<file path="config.mk">
export PLATFORM = sky130hd
export DESIGN_NAME = lyp_cordic_cell
export DESIGN_NICKNAME = d
export VERILOG_FILES = /design/src/lyp_pkg.sv /design/src/lyp_cordic_cell.sv
export SDC_FILE = /design/constraint.sdc
export NUM_CORES = 1
export LEC_CHECK = 0
export ABC_AREA = 1
export BUFFER_PORTS_ARGS = -buffer_cell sky130_fd_sc_hd__buf_2
export CORE_MARGIN = 2
export CORE_UTILIZATION = 30
export DETAILED_ROUTE_END_ITERATION = 10
export PLACE_DENSITY_LB_ADDON = 0.08
export SETUP_SLACK_MARGIN = 0.2
export SYNTH_ARGS = -nofsm -noshare
export SYNTH_HDL_FRONTEND = slang
export SYNTH_SLANG_ARGS = --single-unit
</file>
<file path="constraint.sdc">
create_clock -name aclk -period 3.7 [get_ports aclk]
set_input_delay 0.185 -clock aclk [delete_from_list [all_inputs] [get_ports aclk]]
set_output_delay 0.185 -clock aclk [all_outputs]
set_load 0.005 [all_outputs]
</file>
<file path="src/lyp_pkg.sv">
// shared constants, types and functions of the look direction to yaw and pitch unit
package lyp_pkg;

    localparam int CORDIC_STAGES_DEF = 16;
    localparam int FRAC_BITS_DEF     = 16;
    localparam int ATAN_LEN          = 24;

    localparam int D_W    = 33;   // exact direction component
    localparam int NORM_W = 31;   // normalized component, magnitude below 2^30
    localparam int SQ_W   = 62;   // radicand of the horizontal length
    localparam int SQRT_CELLS = SQ_W / 2;
    localparam int CX_W   = 36;   // cordic x and y
    localparam int CZ_W   = 35;   // cordic angle, radians scaled by 2^30

    localparam logic [15:0] MIN_DIST_RST = 16'd66;
    localparam logic signed [CZ_W-1:0] HALF_PI_Q30 = CZ_W'(64'sd1686629713);
    localparam logic signed [15:0] HALF_PI_Q13 = 16'sd12868;

    typedef struct packed {
        logic                   coin;
        logic                   vert;
        logic                   vneg;
        logic [31:0]            look_x;
        logic [31:0]            look_y;
        logic [31:0]            look_z;
        logic signed [31:0]     pitch_y;
        logic signed [CX_W-1:0] yaw_x;
        logic signed [CX_W-1:0] yaw_y;
        logic signed [CZ_W-1:0] yaw_z;
    } side_t;

    function automatic logic [CZ_W-1:0] lyp_atan(input int idx);
        logic [31:0] v;
        case (idx)
            0:       v = 32'h3243F6A8;
            1:       v = 32'h1DAC6705;
            2:       v = 32'h0FADBAFC;
            3:       v = 32'h07F56EA6;
            4:       v = 32'h03FEAB76;
            5:       v = 32'h01FFD55B;
            6:       v = 32'h00FFFAAA;
            7:       v = 32'h007FFF55;
            8:       v = 32'h003FFFEA;
            9:       v = 32'h001FFFFD;
            10:      v = 32'h000FFFFF;
            11:      v = 32'h0007FFFF;
            12:      v = 32'h0003FFFF;
            13:      v = 32'h0001FFFF;
            14:      v = 32'h0000FFFF;
            15:      v = 32'h00007FFF;
            16:      v = 32'h00003FFF;
            17:      v = 32'h00001FFF;
            18:      v = 32'h00000FFF;
            19:      v = 32'h000007FF;
            20:      v = 32'h000003FF;
            21:      v = 32'h000001FF;
            22:      v = 32'h000000FF;
            23:      v = 32'h0000007F;
            default: v = 32'h0;
        endcase
        return {{(CZ_W-32){1'b0}}, v};
    endfunction

    function automatic logic [31:0] lyp_abs33(input logic signed [D_W-1:0] d);
        logic signed [D_W-1:0] m;
        m = d[D_W-1] ? -d : d;
        return m[31:0];
    endfunction

    // round half up to Q3.13 and saturate
    function automatic logic signed [15:0] lyp_round(input logic signed [CZ_W-1:0] z);
        logic signed [CZ_W:0]    t;
        logic signed [CZ_W-17:0] q;
        t = {z[CZ_W-1], z} + (CZ_W+1)'(65536);
        q = (CZ_W-16)'(t >>> 17);
        if (q > (CZ_W-16)'(32767)) begin
            return 16'sh7FFF;
        end else if (q < -(CZ_W-16)'(32768)) begin
            return 16'sh8000;
        end
        return q[15:0];
    endfunction

endpackage

</file>
<file path="src/lyp_cordic_cell.sv">
// one vectoring cordic micro-rotation
module lyp_cordic_cell #(
    parameter int IDX = 0
) (
    input  logic                             aclk,
    input  logic                             en,
    input  logic signed [lyp_pkg::CX_W-1:0]  x_in,
    input  logic signed [lyp_pkg::CX_W-1:0]  y_in,
    input  logic signed [lyp_pkg::CZ_W-1:0]  z_in,
    output logic signed [lyp_pkg::CX_W-1:0]  x_out,
    output logic signed [lyp_pkg::CX_W-1:0]  y_out,
    output logic signed [lyp_pkg::CZ_W-1:0]  z_out
);
    import lyp_pkg::*;

    localparam logic signed [CZ_W-1:0] ANG = lyp_atan(IDX);

    logic signed [CX_W-1:0] x_reg;
    logic signed [CX_W-1:0] y_reg;
    logic signed [CZ_W-1:0] z_reg;

    always_ff @(posedge aclk) begin
        if (en) begin
            if (y_in > 0) begin
                x_reg <= x_in + (y_in >>> IDX);
                y_reg <= y_in - (x_in >>> IDX);
                z_reg <= z_in + ANG;
            end else begin
                x_reg <= x_in - (y_in >>> IDX);
                y_reg <= y_in + (x_in >>> IDX);
                z_reg <= z_in - ANG;
            end
        end
    end

    assign x_out = x_reg;
    assign y_out = y_reg;
    assign z_out = z_reg;

endmodule

</file>
==> results of run 1 <==
layout make-up:
class,instances,area (sq um),share of cell area
Clock inverter,7,86.3,0.00567
Multi-Input combinational cell,1553,8530,0.560
Tap cell,585,732,0.0481
Timing Repair Buffer,247,1340,0.0880
Sequential cell,106,3180,0.209
Inverter,300,1130,0.0740
Clock buffer,9,225,0.0148
state kept, by name (all words and copies together), names as in the netlist:
signal	cells
z_out	35
y_out	35
x_out	36
power by group through the flow:
stage | clock network [mW] | logic, mW | registers [mW]
after global routing | 1.18 | 2.39 | 1.64
after detailed placement | 0 | 2.13 | 1.65
final | 1.10 | 2.14 | 1.62
after global placement | 0 | 2.13 | 1.65
after floorplan | 0 | 1.27 | 1.65
after CTS | 1.14 | 2.14 | 1.62
path summary, 6_finish.rpt:
path    start         to  slack, ns  cells after the start
max   y_in[0]  z_out[31]       0.53                     17
min   z_in[3]   z_out[3]       0.15                      2
Yosys cell counts, types with 7 or more instances:
master      n
nand3_2    10
edfxtp_1  106
inv_2       9
nor3_1     23
buf_4      28
nand3_1   162
nand4_1    20
nand2_2    22
a21o_1      7
xor2_1     55
a21oi_1   155
o21bai_1   28
inv_1     290
ha_1      135
nand2_1   571
xnor2_1     7
o21ai_0    99
o21ai_1    17
nor2_2     20
buf_2      10
nor2_1    175
cells by family after synthesis:
| kind of cell | after synthesis |
|---|---|
| buffers and inverters | 348 |
| adders and majority gates | 139 |
| AOI/OAI and AO/OA | 329 |
| DFF | 106 |
| xor gates and xnor gates | 63 |
| and+or+nand+nor | 1022 |
through the flow:
step	cells	TNS, ns	util
after global placement	2788	-1.03	0.344
after CTS	2807	0	0.352
after detailed placement	2788	-1.43	0.344
after global routing	2807	0	0.353
final	2807	0	0.353
after floorplan	2007	0	-
what timing repair did:
action / in CTS / in global routing
hold endpoints to repair: 3 / 0
setup endpoints to repair: 0 / 7
gates resized for setup: 0 / 1
hold buffers: 3 / 0
per-layer routing:
metal	vias to the layer above	GRT usage	wire length (um)
met5	-	0	0
met1	6356	0.312	24500
met4	0	0.0864	1790
met2	370	0.388	24300
met3	62	0.0363	2690
li1	6918	-	-
==> results.py, run 1 <==
metrics = {
    "layout": {
        "drive_above_1_share": 0.153,
        "design_area_sq_um": 15200,
        "num-nets-final": 2465,
        "final_common_cell": "nand2_1",
        "antenna_cells": 0,
        "fillers": 4823,
        "final_cell_mix": "nand2_1 (571), inv_1 (290), buf_2 (214)",
        "area_growth_pct": 15.5,
    },
    "critical_path": {
        "crit_top_cell": "nand2_1",
        "path_cells": "buf_2 > nor2_1 > nand4_1 > nor3_2 > nand3_1 > nand2_4 > inv_2 > fa_1 > o21ai_2 > a21oi_1 > buf_4 > o21ai_1 > nand2_1 > nand2_1 > nand2_1 > nand3_1 > nand2_1",
        "max_stage_delay_ns": 0.48,
        "critPathBufInv": 3,
        "setup.worst_path.class": "in -> reg",
        "cp_data_required_time_ns": 3.86,
        "cp.arrival_ns": 3.33,
        "crit_fanout": 17,
        "cp_top_family": "simple AND/OR/NAND/NOR gates",
        "critPathCaptureType": "register",
        "crit_slowest_cell": "fa_1",
        "start_kind": "input port",
    },
    "synthesis": {
        "synth.cell_area_sq_um": 13200,
        "syn-num-nets": 2255,
        "synth_fa_ha_area_frac": 0.134,
        "synth_top_flop_cell": "edfxtp_1",
        "synthXorXnorAreaFrac": 0.0425,
        "ys_warn_count": 0,
        "synth-compound-area-share": 0.136,
        "synth_top_family_by_area": "simple AND/OR/NAND/NOR gates",
        "yosys.area.top_type": "edfxtp_1",
        "ys_seq_elements": 106,
        "syn-mean-instance-area_sq_um": 6.56,
        "synth-simple-area-share": 0.334,
        "synth_edf_count": 106,
        "ys_seq_area_frac": 0.242,
        "ys_types": 48,
        "synth.area.mux_share": 0,
        "yosys-top-cells-area": "edfxtp_1 (24%), nand2_1 (16%), ha_1 (13%), inv_1 (8.3%), nand3_1 (6.2%)",
        "synth_async_sr_flop_share": 0,
        "yosysTopAreaCellShare": 0.242,
        "syn_inst": 2007,
    },
    "grt": {
        "grtUsageTotal": 0.236,
        "grt_max_degree": 78,
        "grt-ovfl-total": 0,
        "grt_pass1_vias": 13500,
        "antenna_found_initial": 1,
        "grt_first_pass_wirelength_um": 79200,
    },
    "sta": {
        "post-route-period-util": 0.858,
        "slew_violations": 0,
        "setup_slack_ns": 0.526,
        "hold-worst-slack_ns": 0.147,
        "period_needed_ns": 3.17,
        "fmax_mhz": 315,
        "tightest_slew_ns": 0.895,
        "relSlewSlack": 0.403,
        "rsz0062_at_grt": "no",
        "setup_viol": 0,
        "hold_violations": 0,
    },
    "power": {
        "totalPowerFinal_mw": 4.86,
        "seqPwrFrac": 0.333,
        "power.density_nw_per_um2": 319,
        "p_int_mw": 2.77,
        "power.leakage_nw": 7.66,
        "p_sw_frac": 0.430,
        "max-vdd-ir-drop_v": 0.000187,
        "switchingPower_mw": 2.09,
        "p_comb_frac": 0.441,
        "power_frac_clock": 0.225,
    },
    "die": {
        "fp.dieH_um": 214,
        "die_area_sq_um": 45600,
        "chipWidth_um": 214,
        "rows": 76,
        "coreArea_sq_um": 43200,
        "start_util": 0.305,
        "io_pins": 216,
    },
    "placement": {
        "gp_congestion": 0.930,
        "place_area_sq_um": 14900,
        "dp_slack_ns": -0.183,
        "io_buffer_count": 215,
        "dp_hpwl_um": 45200,
    },
    "detailed_routing": {
        "vias": 13700,
        "drc": 0,
        "viasPerCell": 4.88,
        "drt_first_iter_violations": 844,
        "first_pass_iters": 5,
        "wirelength_um": 53300,
        "routedWlPerCell_um": 19.0,
        "antenna_left": 0,
    },
    "run": {
        "cap_violations": 0,
    },
    "clock_network": {
        "cts.path.max_buffers": 2,
        "cts_setup_buffers": 0,
        "cts-root-buf": "clkbuf_16",
        "cts_num_sinks": 106,
        "cts_buffers": 9,
        "h-tree-depth": 3,
        "clk_pin_slew_ns": 0.08,
        "cts_tree": "done",
    },
    "outcome": {
        "outcome": "complete, no violations",
    },
    "min_path": {
        "hp-class": "in -> reg",
    },
}
(Power assumes the default switching activity.)
==> run 2: changes to the inputs <==
- GPL_TIMING_DRIVEN: not set -> 0
==> run 2 against run 1 <==
Clock-buffer cell count unchanged. Critical endpoint is now z_out[30]. Largest power group unchanged. Cell area increased by 1.3%. Wire length rose by 4.4%. Clock power barely moved. Non-clock buffer count up 20. Critical path depth stayed put.
==> results.py, run 2 (same netlist as run 1, synthesis figures left out) <==
metrics = {
    "critical_path": {
        "setup.worst_path.class": "in -> reg",
        "crit_fanout": 24,
        "cp-startpoint": "y_in[34]",
        "cp_data_required_time_ns": 3.84,
        "cp.arrival_ns": 3.46,
        "crit_end": "z_out[30]",
        "critPathCaptureType": "register",
        "start_kind": "input port",
    },
    "grt": {
        "grt_pass1_vias": 13600,
        "grt-ovfl-total": 0,
        "grtUsageTotal": 0.246,
        "grt_max_degree": 61,
        "antenna_found_initial": 1,
        "grt_first_pass_wirelength_um": 81600,
    },
    "sta": {
        "hold_violations": 0,
        "setup_viol": 0,
        "slew_violations": 0,
        "rsz0062_at_grt": "no",
        "tightest_slew_ns": 0.922,
        "period_needed_ns": 3.32,
        "post-route-period-util": 0.897,
        "relSlewSlack": 0.385,
        "fmax_mhz": 301,
        "final.setup.tns_ns": 0,
    },
    "die": {
        "io_pins": 216,
        "die_area_sq_um": 45600,
        "rows": 76,
        "chipWidth_um": 214,
        "coreArea_sq_um": 43200,
        "fp.dieH_um": 214,
        "start_util": 0.305,
    },
    "power": {
        "power.density_nw_per_um2": 317,
        "max-vdd-ir-drop_v": 0.000191,
        "power.leakage_nw": 7.75,
        "totalPowerFinal_mw": 4.89,
    },
    "clock_network": {
        "clk_pin_slew_ns": 0.09,
        "cts-root-buf": "clkbuf_16",
        "cts_num_sinks": 106,
        "h-tree-depth": 3,
        "cts_buffers": 9,
        "cts_tree": "done",
        "cts.path.max_buffers": 2,
    },
    "placement": {
        "io_buffer_count": 215,
        "gp_congestion": 0.963,
        "dp_hpwl_um": 47400,
        "dpl.cell_count": 2808,
        "place_area_sq_um": 15000,
    },
    "layout": {
        "final_util": 0.357,
        "fin_cells": 2828,
        "final_cell_mix": "nand2_1 (571), inv_1 (289), buf_2 (222)",
        "largest_reg_flops": 36,
        "design_area_sq_um": 15400,
        "area_growth_pct": 17.0,
        "final_common_cell": "nand2_1",
        "drive_above_1_share": 0.164,
        "num-nets-final": 2485,
    },
    "outcome": {
        "outcome": "complete, no violations",
    },
    "run": {
        "cap_violations": 0,
    },
    "detailed_routing": {
        "vias": 13700,
        "viasPerCell": 4.86,
        "drt_first_iter_violations": 894,
        "routedWlPerCell_um": 19.7,
        "wirelength_um": 55600,
        "drc": 0,
        "first_pass_iters": 5,
        "antenna_left": 0,
    },
    "min_path": {
        "hp-class": "in -> reg",
    },
}
==> run 2: report_power, final <==
part	leakage, nW	switching (mW)	internal (mW)	total, mW
Clock	0.146	0.594	0.483	1.08
Combinational	6.57	1.49	0.724	2.21
Sequential	1.04	0.0424	1.56	1.60
==> run 2: per-stage QoR <==
stage	hold WS, ns	worst slack [ns]
finish	0.0946	0.382
global route	0.103	0.211
CTS	0.0740	0.221
detailed placement	0.365	-1.19
global placement	0.364	-1.18
floorplan	0.284	0.931
==> run 2: final cells by class <==
type | instances | area (sq um)
antenna | 1 | 2.50
clock inverter | 7 | 80.1
tap | 585 | 732
buffer | 48 | 358
clock buffer | 9 | 225
timing repair buffer | 219 | 1140
inverter | 300 | 1130
fill | 4828 | 27800
sequential | 106 | 3180
multi-input combinational | 1553 | 8570
==> run 2: worst min-delay path by stage <==
stage	from	end	slack, ns	cells after the start
after floorplan	z_in[0]	z_out[0]	0.28	0
after global placement	z_in[1]	z_out[1]	0.36	1
after detailed placement	z_in[1]	z_out[1]	0.37	1
after CTS	z_in[3]	z_out[3]	0.07	2
after global routing	z_in[3]	z_out[3]	0.10	2
final	z_in[3]	z_out[3]	0.09	2
==> run 2: metal layers <==
layer  wire, um  global-route usage  vias up  share of wire
met3       3110              0.0341       55          0.056
met1      25400               0.325     6331           0.46
met5          0                   0        -              0
li1           -                   -     6955              -
met4       1400              0.0766        0          0.025
met2      25700               0.415      396           0.46
==> run 2: worst max-delay path: stages <==
cell,delay (ns)
buf_2,0.13
clkinvlp_4,0.15
nand3_2,0.21
nor3_4,0.30
nand3_1,0.20
nand2_2,0.21
inv_2,0.05
buf_2,0.21
buf_6,0.25
ha_1,0.39
nand2_1,0.11
o21ai_0,0.23
a21oi_2,0.10
o21bai_1,0.36
nand3_1,0.12
nand2_1,0.15
xor2_1,0.10
==> run 2: timing repair <==
action / CTS / global route
hold endpoints to repair: 3 / 0
hold buffers: 3 / 0
setup buffers: 0 / 0
resized for setup: 14 / 7
cloned: 0 / 0
setup endpoints to repair: 27 / 16
