--- config.mk ---
export PLATFORM = sky130hd
export DESIGN_NAME = lyp_sqrt_cell
export DESIGN_NICKNAME = d
export VERILOG_FILES = /design/src/lyp_pkg.sv /design/src/lyp_sqrt_cell.sv
export SDC_FILE = /design/constraint.sdc
export NUM_CORES = 1
export LEC_CHECK = 0
export BUFFER_PORTS_ARGS = -buffer_cell sky130_fd_sc_hd__buf_2
export CAP_MARGIN = 15
export CORE_MARGIN = 8
export CORE_UTILIZATION = 30
export CTS_BUF_LIST = sky130_fd_sc_hd__clkbuf_2 sky130_fd_sc_hd__clkbuf_4 sky130_fd_sc_hd__clkbuf_8
export DETAILED_ROUTE_END_ITERATION = 7
export MAX_ROUTING_LAYER = met4
export PLACE_DENSITY_LB_ADDON = 0.2
export SLEW_MARGIN = 20
export SYNTH_ARGS = -nofsm -noshare
export SYNTH_HDL_FRONTEND = slang
export SYNTH_SLANG_ARGS = --single-unit
--- constraint.sdc ---
create_clock -name aclk -period 9.8 [get_ports aclk]
set_input_delay 0.98 -clock aclk [delete_from_list [all_inputs] [get_ports aclk]]
set_output_delay 0.98 -clock aclk [all_outputs]
set_load 0.1 [all_outputs]
--- src/lyp_pkg.sv ---
// shared constants, types and functions of the look direction to yaw and pitch unit
package lyp_pkg;

    localparam int CORDIC_STAGES_DEF = 16;
    localparam int FRAC_BITS_DEF     = 16;
    localparam int ATAN_LEN          = 24;

    localparam int D_W    = 33;   // exact direction component
    localparam int NORM_W = 31;   // normalized component, magnitude below 2^30
    localparam int SQ_W   = 62;   // radicand of the horizontal length
    localparam int SQRT_CELLS = SQ_W / 2;
    localparam int CX_W   = 36;   // cordic x and y
    localparam int CZ_W   = 35;   // cordic angle, radians scaled by 2^30

    localparam logic [15:0] MIN_DIST_RST = 16'd66;
    localparam logic signed [CZ_W-1:0] HALF_PI_Q30 = CZ_W'(64'sd1686629713);
    localparam logic signed [15:0] HALF_PI_Q13 = 16'sd12868;

    typedef struct packed {
        logic                   coin;
        logic                   vert;
        logic                   vneg;
        logic [31:0]            look_x;
        logic [31:0]            look_y;
        logic [31:0]            look_z;
        logic signed [31:0]     pitch_y;
        logic signed [CX_W-1:0] yaw_x;
        logic signed [CX_W-1:0] yaw_y;
        logic signed [CZ_W-1:0] yaw_z;
    } side_t;

    function automatic logic [CZ_W-1:0] lyp_atan(input int idx);
        logic [31:0] v;
        case (idx)
            0:       v = 32'h3243F6A8;
            1:       v = 32'h1DAC6705;
            2:       v = 32'h0FADBAFC;
            3:       v = 32'h07F56EA6;
            4:       v = 32'h03FEAB76;
            5:       v = 32'h01FFD55B;
            6:       v = 32'h00FFFAAA;
            7:       v = 32'h007FFF55;
            8:       v = 32'h003FFFEA;
            9:       v = 32'h001FFFFD;
            10:      v = 32'h000FFFFF;
            11:      v = 32'h0007FFFF;
            12:      v = 32'h0003FFFF;
            13:      v = 32'h0001FFFF;
            14:      v = 32'h0000FFFF;
            15:      v = 32'h00007FFF;
            16:      v = 32'h00003FFF;
            17:      v = 32'h00001FFF;
            18:      v = 32'h00000FFF;
            19:      v = 32'h000007FF;
            20:      v = 32'h000003FF;
            21:      v = 32'h000001FF;
            22:      v = 32'h000000FF;
            23:      v = 32'h0000007F;
            default: v = 32'h0;
        endcase
        return {{(CZ_W-32){1'b0}}, v};
    endfunction

    function automatic logic [31:0] lyp_abs33(input logic signed [D_W-1:0] d);
        logic signed [D_W-1:0] m;
        m = d[D_W-1] ? -d : d;
        return m[31:0];
    endfunction

    // round half up to Q3.13 and saturate
    function automatic logic signed [15:0] lyp_round(input logic signed [CZ_W-1:0] z);
        logic signed [CZ_W:0]    t;
        logic signed [CZ_W-17:0] q;
        t = {z[CZ_W-1], z} + (CZ_W+1)'(65536);
        q = (CZ_W-16)'(t >>> 17);
        if (q > (CZ_W-16)'(32767)) begin
            return 16'sh7FFF;
        end else if (q < -(CZ_W-16)'(32768)) begin
            return 16'sh8000;
        end
        return q[15:0];
    endfunction

endpackage

--- src/lyp_sqrt_cell.sv ---
// one result bit of the pipelined integer square root
module lyp_sqrt_cell #(
    parameter int K = 0
) (
    input  logic                      aclk,
    input  logic                      en,
    input  logic [lyp_pkg::SQ_W-1:0]  n_in,
    input  logic [lyp_pkg::SQ_W-1:0]  r_in,
    output logic [lyp_pkg::SQ_W-1:0]  n_out,
    output logic [lyp_pkg::SQ_W-1:0]  r_out
);
    import lyp_pkg::*;

    localparam logic [SQ_W-1:0] BIT = SQ_W'(1) << (2 * K);

    logic [SQ_W-1:0] trial;
    logic [SQ_W-1:0] n_reg;
    logic [SQ_W-1:0] r_reg;

    assign trial = r_in + BIT;

    always_ff @(posedge aclk) begin
        if (en) begin
            if (n_in >= trial) begin
                n_reg <= n_in - trial;
                r_reg <= (r_in >> 1) + BIT;
            end else begin
                n_reg <= n_in;
                r_reg <= r_in >> 1;
            end
        end
    end

    assign n_out = n_reg;
    assign r_out = r_reg;

endmodule

==> results of run 1 <==
[stage by stage]
stage / util, % / total power, mW
after detailed placement: 34.8 / 1.64
final: 36.1 / 2.16
after CTS: 36.0 / 2.18
after floorplan: - / 1.42
after global placement: 34.8 / 1.65
after global routing: 36.1 / 2.25
[synth_stat cells, types with 5 or more instances]
cell type	count
a211oi_1	9
a21boi_0	5
a21o_1	27
a21oi_1	74
a31oi_1	5
and2_1	8
and3_1	26
and4_1	8
buf_2	21
clkbuf_1	33
edfxtp_1	124
ha_1	64
inv_1	21
nand2_1	178
nand2b_1	13
nand3_1	49
nand4_1	37
nor2_1	96
nor2b_1	8
nor3_1	43
nor4_1	9
o21a_1	14
o21ai_0	86
o21ai_1	8
o21bai_1	11
o31ai_1	11
or2_2	5
or3_1	6
xnor2_1	66
xor2_1	103
[metal layers]
| metal | vias to the layer above | global-route usage (%) |
|---|---|---|
| li1 | 4940 | - |
| met3 | 66 | 3.87 |
| met4 | 0 | 9.17 |
| met2 | 350 | 32.4 |
| met1 | 4820 | 26.8 |
| met5 | - | - |
[worst paths after layout]
path              startpoint   endpoint  slack (ps)  cells after the start
hold / removal      n_in[17]  n_out[17]         800                      3
setup / recovery    r_in[15]  n_out[14]        2890                     19
[power breakdown]
part	leakage (nW)	switching [mW]	internal [mW]
combinational	3.64	0.749	0.203
clock	0.214	0.243	0.284
sequential	1.21	0.0211	0.660
[layout by cell type (no fill, tap or decap), types with 14 or more instances in the layout]
master	synthesis	routed
and3_1	26	26
nor3_1	43	43
o21a_1	14	14
a21oi_1	74	74
clkbuf_8	0	17
edfxtp_1	124	124
nand4_1	37	37
nand3_1	49	49
xnor2_1	66	66
a21o_1	27	27
ha_1	64	64
o21ai_0	86	86
buf_2	21	248
nor2_1	96	95
nand2_1	178	178
xor2_1	103	103
inv_1	21	21
[tightest hold or removal path: cells and delay by family]
kind                   cells  cell delay (ps)
buffers and inverters      1               90
AO/OA/AOI/OAI              1               50
AND/OR/NAND/NOR            1               40
[state kept, by name, indices dropped and copies added (netlist names)]
name / flops
r_out: 62
n_out: 62
[cell families after synthesis]
kind of cell,after synthesis,synth area share [%]
XOR/XNOR,169,13.8
buffers and inverters,82,3.36
AND/OR/NAND/NOR,511,23.2
multiplexers,5,0.513
flip-flops,124,34.7
AO/OA/AOI/OAI,285,16.8
adder cells (fa/ha/maj),65,7.64
[cell type report]
cell class | instances | share of cell area [%]
multi-input combinational | 1035 | 52.2
tap | 461 | 4.51
inverter | 21 | 0.617
clock inverter | 12 | 1.34
clock buffer | 20 | 2.01
timing repair buffer | 253 | 10.0
antenna | 7 | 0.137
sequential | 124 | 29.1
==> impl_metrics.yaml, run 1 <==
timing:
  whs_ps: 798
  fin_crit_ps: 6910
  worst_slack_ps: 2890
  rsz0062_at_grt: "false"
  slew_headroom_pct: 33.0
  timing.fmax_mhz: 145
  tns_ps: 0
  hold_viol_final: 0
  worst_slew_pin_slew_ps: 1000
  setup_viol: 0
  finalCritPeriodShare_pct: 70.5
  slew_violations: 0
clocking:
  cts_setup_buffers: 0
  cts_root_buffer: "clkbuf_8"
  tritoncts: "done"
  htreeDepth: 4
  holdBufCountCts: 0
  clock-sinks: 124
  path_clk_slew_ps: 80
  postCtsResizedCells: 0
  cts_buffers: 17
  cts_buffer_depth: 2
worst_setup_path:
  path_buf_inv: 2
  slowest_stage: "o211a_4"
  path_cells: "buf_2 -> and3_1 -> nand3_2 -> nor3_1 -> nand2_1 -> or3_1 -> or2_1 -> nor2_1 -> xnor2_1 -> ha_1 -> a21oi_1 -> o21ai_0 -> a31oi_1 -> o221ai_1 -> a2111o_1 -> a21oi_2 -> o211a_4 -> buf_4 -> mux2_2"
  crit_fanout: 93
  max_stage_delay_ps: 840
  cp_top_family: "simple AND/OR/NAND/NOR gates"
  cp-start-kind: "input port"
  required_ps: 10040
  path_class: "input port to flop"
  crit_arrival_ps: 7150
  endpoint_kind: "flop"
detailed_routing:
  via_per_inst: 5.26
  drc: 0
  wl_met1_um: 19800
  wire_per_inst_um: 22.6
  met2WireLength_um: 19900
  route.vias.total: 10176
  wl_met3_um: 2540
  drtAntennaViolNets: 0
  wl_um: 43700
  first_pass_iters: 5
  route.top_layer_used: "met4"
  drt-initial-drc-count: 726
floorplan:
  die_h_um: 205
  io_pins: 250
  die_x_um: 205
  fp.coreArea_mm2: 0.0354
  fp-row-count: 69
  die_area_mm2: 0.0421
  start_util_pct: 30.3
layout:
  regArea_mm2: 0.00372
  design_area_mm2: 0.0128
  final_cell_count_no_fill: 1933
  nets: 1643
  nFillCells: 3805
  layout-drive-gt1-share_pct: 21.8
  synthToLayoutAreaGrowth_pct: 19.0
  multi_input_area_mm2: 0.00667
synthesis:
  yosys_warnings: 0
  syn-num-nets: 1432
  ys_async_sr_fraction_pct: 0
  ys_seq_area_share_pct: 34.7
  synth-edff-count: 124
  yosysTopAreaCell: "edfxtp_1"
  ys_top_cells_by_area: "edfxtp_1 35%, xor2_1 8.4%, ha_1 7.5%, nand2_1 6.2%, xnor2_1 5.4%"
  avgSynthCellArea_um2: 8.65
  synth_top_cell_area_share_pct: 34.7
  syn-cell-area_mm2: 0.0107
  synth-seq-cells: 124
  synth_flop_cell: "edfxtp_1"
  yosysUniqueCellTypes: 72
  syn_inst: 1241
grt:
  grt_pass1_wl_um: 64800
  overflow: 0
  antenna_found_initial: 7
  track_usage_pct: 21.1
  grt_pass1_vias: 10470
  grt_max_degree: 94
place:
  postPlaceCellArea_mm2: 0.0123
  hpwl_um: 35400
  pre_cts_slack_ps: 2450
  gp_congestion: 0.957
  placed_cells: 1894
  port_buffers: 249
flow_run:
  maxCapViolations: 0
power:
  power_density_mw_per_mm2: 169
  leakage_nw: 5.06
  peakVddDrop_v: 0.000121
status:
  outcome: "finished clean"
worst_hold_path:
  hold_class: "input port to flop"
(Power assumes the default switching activity.)
==> inputs of run 2 (changes only) <==
--- a/config.mk
+++ b/config.mk
@@ -5,6 +5,7 @@
 export SDC_FILE = /design/constraint.sdc
 export NUM_CORES = 1
 export LEC_CHECK = 0
+export ABC_AREA = 1
 export BUFFER_PORTS_ARGS = -buffer_cell sky130_fd_sc_hd__buf_2
 export CAP_MARGIN = 15
 export CORE_MARGIN = 8
==> constraint.sdc (replaced) <==
create_clock -name aclk -period 7.2 [get_ports aclk]
set_input_delay 0.72 -clock aclk [delete_from_list [all_inputs] [get_ports aclk]]
set_output_delay 0.72 -clock aclk [all_outputs]
set_load 0.1 [all_outputs]
==> run 2 against run 1 <==
  * Hold slack worse by 370 ps
  * Synthesized cell count up 83%
  * Global-route usage up 3.9 points
  * Via count up 46%
  * First-iteration DRC count up 82%
  * Critical endpoint is now r_out[45]
  * Sequential power up 41%
  * Die area up 26%
  * Synthesized area up 29%
  * Total power up 51%
  * Sequential share of layout area down 6.0 points
  * Routed wire length up 49%
==> impl_metrics.yaml, run 2 <==
clocking:
  htreeDepth: 4
  holdBufCountCts: 0
  cts_buffer_depth: 2
  cts_buffers: 17
  cts_root_buffer: "clkbuf_8"
  tritoncts: "done"
  path_clk_slew_ps: 120
  cts_setup_buffers: 0
  clock-sinks: 124
  postCtsResizedCells: 0
synthesis:
  ys_seq_area_share_pct: 27.0
  yosysTopAreaCell: "edfxtp_1"
  yosysUniqueCellTypes: 34
  synth_top_cell_area_share_pct: 27.0
  synth_flop_cell: "edfxtp_1"
  synth_most_common_cell: "nand2_1"
  syn-num-nets: 2462
  syn-cell-area_mm2: 0.0138
  synth-seq-cells: 124
  synth-edff-count: 124
  ys_top_cells_by_area: "edfxtp_1 27%, nand2_1 25%, inv_1 12%, xor2_1 8.8%, ha_1 5.8%"
  avgSynthCellArea_um2: 6.08
  syn_inst: 2271
  synthTopCellsByCount: "937 x nand2_1, 434 x inv_1, 179 x nor2_1, 139 x xor2_1, 124 x edfxtp_1"
  ys_async_sr_fraction_pct: 0
  yosys_warnings: 0
grt:
  grt_max_degree: 82
  grt_pass1_wl_um: 94300
  overflow: 0
  track_usage_pct: 25.0
  antenna_found_initial: 1
  grt_pass1_vias: 14724
timing:
  fin_crit_ps: 5290
  worst_slew_pin_slew_ps: 1160
  slew_headroom_pct: 22.0
  rsz0062_at_grt: "false"
  tns_ps: 0
  slew_violations: 0
  timing.fmax_mhz: 189
  hold_viol_final: 0
  finalCritPeriodShare_pct: 73.5
  whs_ps: 432
  setup_viol: 0
layout:
  antenna_cells: 0
  layout-drive-gt1-share_pct: 12.7
  utilization_pct: 35.4
  most-common-layout-cells: "937 x nand2_1, 434 x inv_1, 248 x buf_2"
  nets: 2712
  final_common_cell: "nand2_1"
  final_cell_count_no_fill: 3134
  synthToLayoutAreaGrowth_pct: 16.5
floorplan:
  io_pins: 250
  start_util_pct: 30.4
  die_area_mm2: 0.0531
  fp-row-count: 78
  fp.coreArea_mm2: 0.0454
  die_h_um: 231
  die_x_um: 231
worst_setup_path:
  cp-start-kind: "input port"
  worstSetupStartpoint: "r_in[0]"
  path_buf_inv: 5
  endpoint: "r_out[45]"
  required_ps: 7530
  cp_top_family: "simple AND/OR/NAND/NOR gates"
  worst_path_most_repeated_cell: "nand2_1"
  slowest_stage: "ha_1"
  crit_fanout: 81
  path_class: "input port to flop"
  endpoint_kind: "flop"
  crit_arrival_ps: 5620
  path_depth: 26
  max_stage_delay_ps: 440
detailed_routing:
  wl_um: 65000
  first_pass_iters: 6
  via_per_inst: 4.73
  drtAntennaViolNets: 0
  wire_per_inst_um: 20.8
  route.vias.total: 14824
  drt-initial-drc-count: 1324
  drc: 0
power:
  peakVddDrop_v: 0.000121
  clkPwrFrac_pct: 20.7
  leakage_nw: 8.63
  pwr-share-seq_pct: 29.4
  p_total_mw: 3.25
  p_switching_mw: 1.71
  power.internal_mw: 1.54
  swShare_pct: 52.6
  comb_power_share_pct: 49.9
  power_density_mw_per_mm2: 202
flow_run:
  maxCapViolations: 0
worst_hold_path:
  hold_class: "input port to flop"
place:
  hpwl_um: 56100
  gp_congestion: 1.05
  port_buffers: 249
  placed_cells: 3102
status:
  outcome: "finished clean"
[run 2: changes by cell type in the layout (fill, tap and decap cells not counted), sizes merged, moves of 38 or more]
| cell | change |
|---|---|
| a21oi | -38 |
| nand3 | +73 |
| nor2 | +97 |
| nand2 | +766 |
| xnor2 | -60 |
| inv | +423 |
[run 2: cells by family after synthesis]
kind of cell / share of synthesized area [%]
AOI/OAI and AO/OA: 3.81
xor gates and xnor gates: 9.20
adders and majority gates: 5.95
buffers and inverters: 13.7
DFF: 27.0
and+or+nand+nor: 40.4
[run 2: cell type report]
type / count / area (µm²)
clock buffer: 18 / 241
clock inverter: 14 / 144
fill: 5129 / 29300
inverter: 441 / 1660
multi-input combinational: 1677 / 8190
sequential: 124 / 3720
tap: 600 / 751
timing repair buffer: 260 / 1370
[run 2: power by group through the flow]
stage	registers, mW	logic (mW)	clock network (mW)
after global routing	0.966	1.74	0.719
after detailed placement	0.972	1.62	0
after floorplan	1.65	0.546	0
after CTS	0.958	1.63	0.701
after global placement	0.973	1.62	0
final	0.957	1.62	0.675
[run 2: per-stage QoR]
step                area, µm²  setup WS (ps)
finish                  16100           1910
detailed placement      15700           1340
global placement        15700           1230
CTS                     16100           1960
floorplan               13800           3350
global route            16100           1660
[run 2: how the worst min path moves through the flow]
stage                   from        end  slack, ps  depth (start not counted)
floorplan                 en   n_out[0]        830                          0
CTS                 n_in[43]  n_out[43]        380                          3
detailed placement   n_in[6]   n_out[6]       1020                          3
finish              n_in[43]  n_out[43]        430                          3
global placement    n_in[11]  n_out[11]       1010                          3
global route         n_in[4]   n_out[4]        420                          3
[run 2: per-layer routing]
layer | GRT usage [%] | vias to the layer above | part of all wire [%]
li1 | - | 7469 | -
met1 | 31.0 | 6811 | 44
met2 | 40.5 | 466 | 46
met3 | 3.80 | 78 | 5.6
met4 | 10.1 | 0 | 4.0
met5 | - | - | 0
[run 2: tightest hold or removal path: cells and delay by family]
kind | cells | cell delay [ps]
buf+inv | 1 | 100
simple gates | 2 | 100
==> inputs of run 3 (changes only) <==
==> constraint.sdc (replaced) <==
create_clock -name aclk -period 4.8 [get_ports aclk]
set_input_delay 0.48 -clock aclk [delete_from_list [all_inputs] [get_ports aclk]]
set_output_delay 0.48 -clock aclk [all_outputs]
set_load 0.1 [all_outputs]
==> run 3 against run 2 <==
  * Die area did not move
  * Hold slack worse by 220 ps
  * Highest routed layer unchanged
  * Count of clock-buffer cells in the layout increased by 1
  * Global-route usage is 0.62 points higher
  * Sequential share of layout area decreased by 1.9 points
  * Setup slack got worse by 1200 ps
  * Sequential power increased by 49%
  * Routed wire length is 3.0% higher
  * Non-clock buffer count is 176 higher
  * Critical path depth down 1
  * Total power grew 56%
  * Final area increased by 9.0%
==> impl_metrics.yaml, run 3 (synthesis gave the netlist of run 2 again) <==
status:
  outcome: "finished clean"
worst_setup_path:
  crit_arrival_ps: 4360
  cp-start-kind: "input port"
  endpoint_kind: "flop"
  worstSetupStartpoint: "r_in[0]"
  slowest_stage: "xor2_1"
  worst_path_most_repeated_cell: "nand2_1"
  required_ps: 5080
  crit_fanout: 37
  max_stage_delay_ps: 390
  path_class: "input port to flop"
grt:
  track_usage_pct: 25.6
  antenna_found_initial: 0
  overflow: 0
  grt_pass1_vias: 15156
  grt_pass1_wl_um: 96800
  grt_max_degree: 76
flow_run:
  maxCapViolations: 0
clocking:
  cts_root_buffer: "clkbuf_8"
  clock-sinks: 124
  path_clk_slew_ps: 90
  cts_buffers: 17
  htreeDepth: 4
  cts_buffer_depth: 2
  holdBufCountCts: 0
  postCtsResizedCells: 0
  cts_setup_buffers: 0
  tritoncts: "done"
layout:
  final_cell_count_no_fill: 3309
  final_common_cell: "nand2_1"
  antenna_cells: 0
  synthToLayoutAreaGrowth_pct: 26.9
  nets: 2888
  layout-drive-gt1-share_pct: 18.4
  most-common-layout-cells: "937 x nand2_1, 434 x inv_1, 248 x buf_2"
detailed_routing:
  drc: 0
  wl_um: 67000
  via_per_inst: 4.58
  drtAntennaViolNets: 0
  first_pass_iters: 5
  drt-initial-drc-count: 1159
  wire_per_inst_um: 20.2
  route.vias.total: 15147
place:
  port_buffers: 249
  hpwl_um: 58900
  gp_congestion: 1.06
  placed_cells: 3278
timing:
  hold_viol_final: 0
  rsz0062_at_grt: "false"
  slew_violations: 0
  slew_headroom_pct: 29.0
  tns_ps: 0
  timing.fmax_mhz: 245
  setup_viol: 0
  worst_slew_pin_slew_ps: 1060
  fin_crit_ps: 4080
  finalCritPeriodShare_pct: 85.0
floorplan:
  fp-row-count: 78
  die_h_um: 231
  io_pins: 250
  start_util_pct: 30.4
  die_area_mm2: 0.0531
  die_x_um: 231
  fp.coreArea_mm2: 0.0454
power:
  peakVddDrop_v: 0.000213
  leakage_nw: 9.56
  power_density_mw_per_mm2: 290
worst_hold_path:
  hold_class: "input port to flop"
  hp-start: "n_in[11]"
run 3: cell types whose count changed in the layout (fill, tap and decap cells not counted), sizes merged:
cell / before / now
buf: 260 / 436
clkinvlp: 6 / 2
bufinv: 2 / 4
clkinv: 3 / 5
inv: 444 / 442
clkbuf: 18 / 19
run 3: cell type report:
| type | instances | area [µm²] |
|---|---|---|
| Clock inverter | 12 | 171 |
| Inverter | 441 | 1660 |
| Multi-Input combinational cell | 1677 | 8190 |
| Timing Repair Buffer | 436 | 2780 |
| Tap cell | 600 | 751 |
| Sequential cell | 124 | 3720 |
| Fill cell | 5136 | 27900 |
| Clock buffer | 19 | 249 |
run 3: worst max-delay path, delay by kind of cell:
| kind | cells | cell delay [ps] |
|---|---|---|
| compound gates | 3 | 410 |
| fa+ha+maj | 2 | 530 |
| xor+xnor | 1 | 390 |
| simple gates | 13 | 1770 |
| buf+inv | 6 | 750 |
run 3: final timing paths:
path   endpoint  slack [ps]  depth (start not counted)
max   r_out[25]         720                         25
min   n_out[11]         220                          3
run 3: per-layer routing:
metal	vias to the layer above	routed length, µm	GRT usage [%]
met1	6830	30100	31.3
met3	80	2620	3.34
met5	-	0	-
met2	415	31700	42.6
met4	0	2540	10.2
li1	7822	-	-
run 3: through the flow:
stage	power [mW]	hold WS (ps)	setup slack, ps	util, %	area, µm²
6_report	5.08	217	719	38.6	17500
5_1_grt	5.33	194	367	38.6	17500
2_1_floorplan	3.30	592	1190	-	13800
3_3_place_gp	4.02	776	171	37.7	17100
4_1_cts	5.13	131	750	38.6	17500
3_5_place_dp	4.03	776	122	37.7	17100
run 3: report_power, final:
part	internal (mW)	total, mW	switching, mW
clock	0.570	1.08	0.510
sequential	1.38	1.43	0.0472
combinational	0.582	2.57	1.99
total	2.53	5.08	2.55
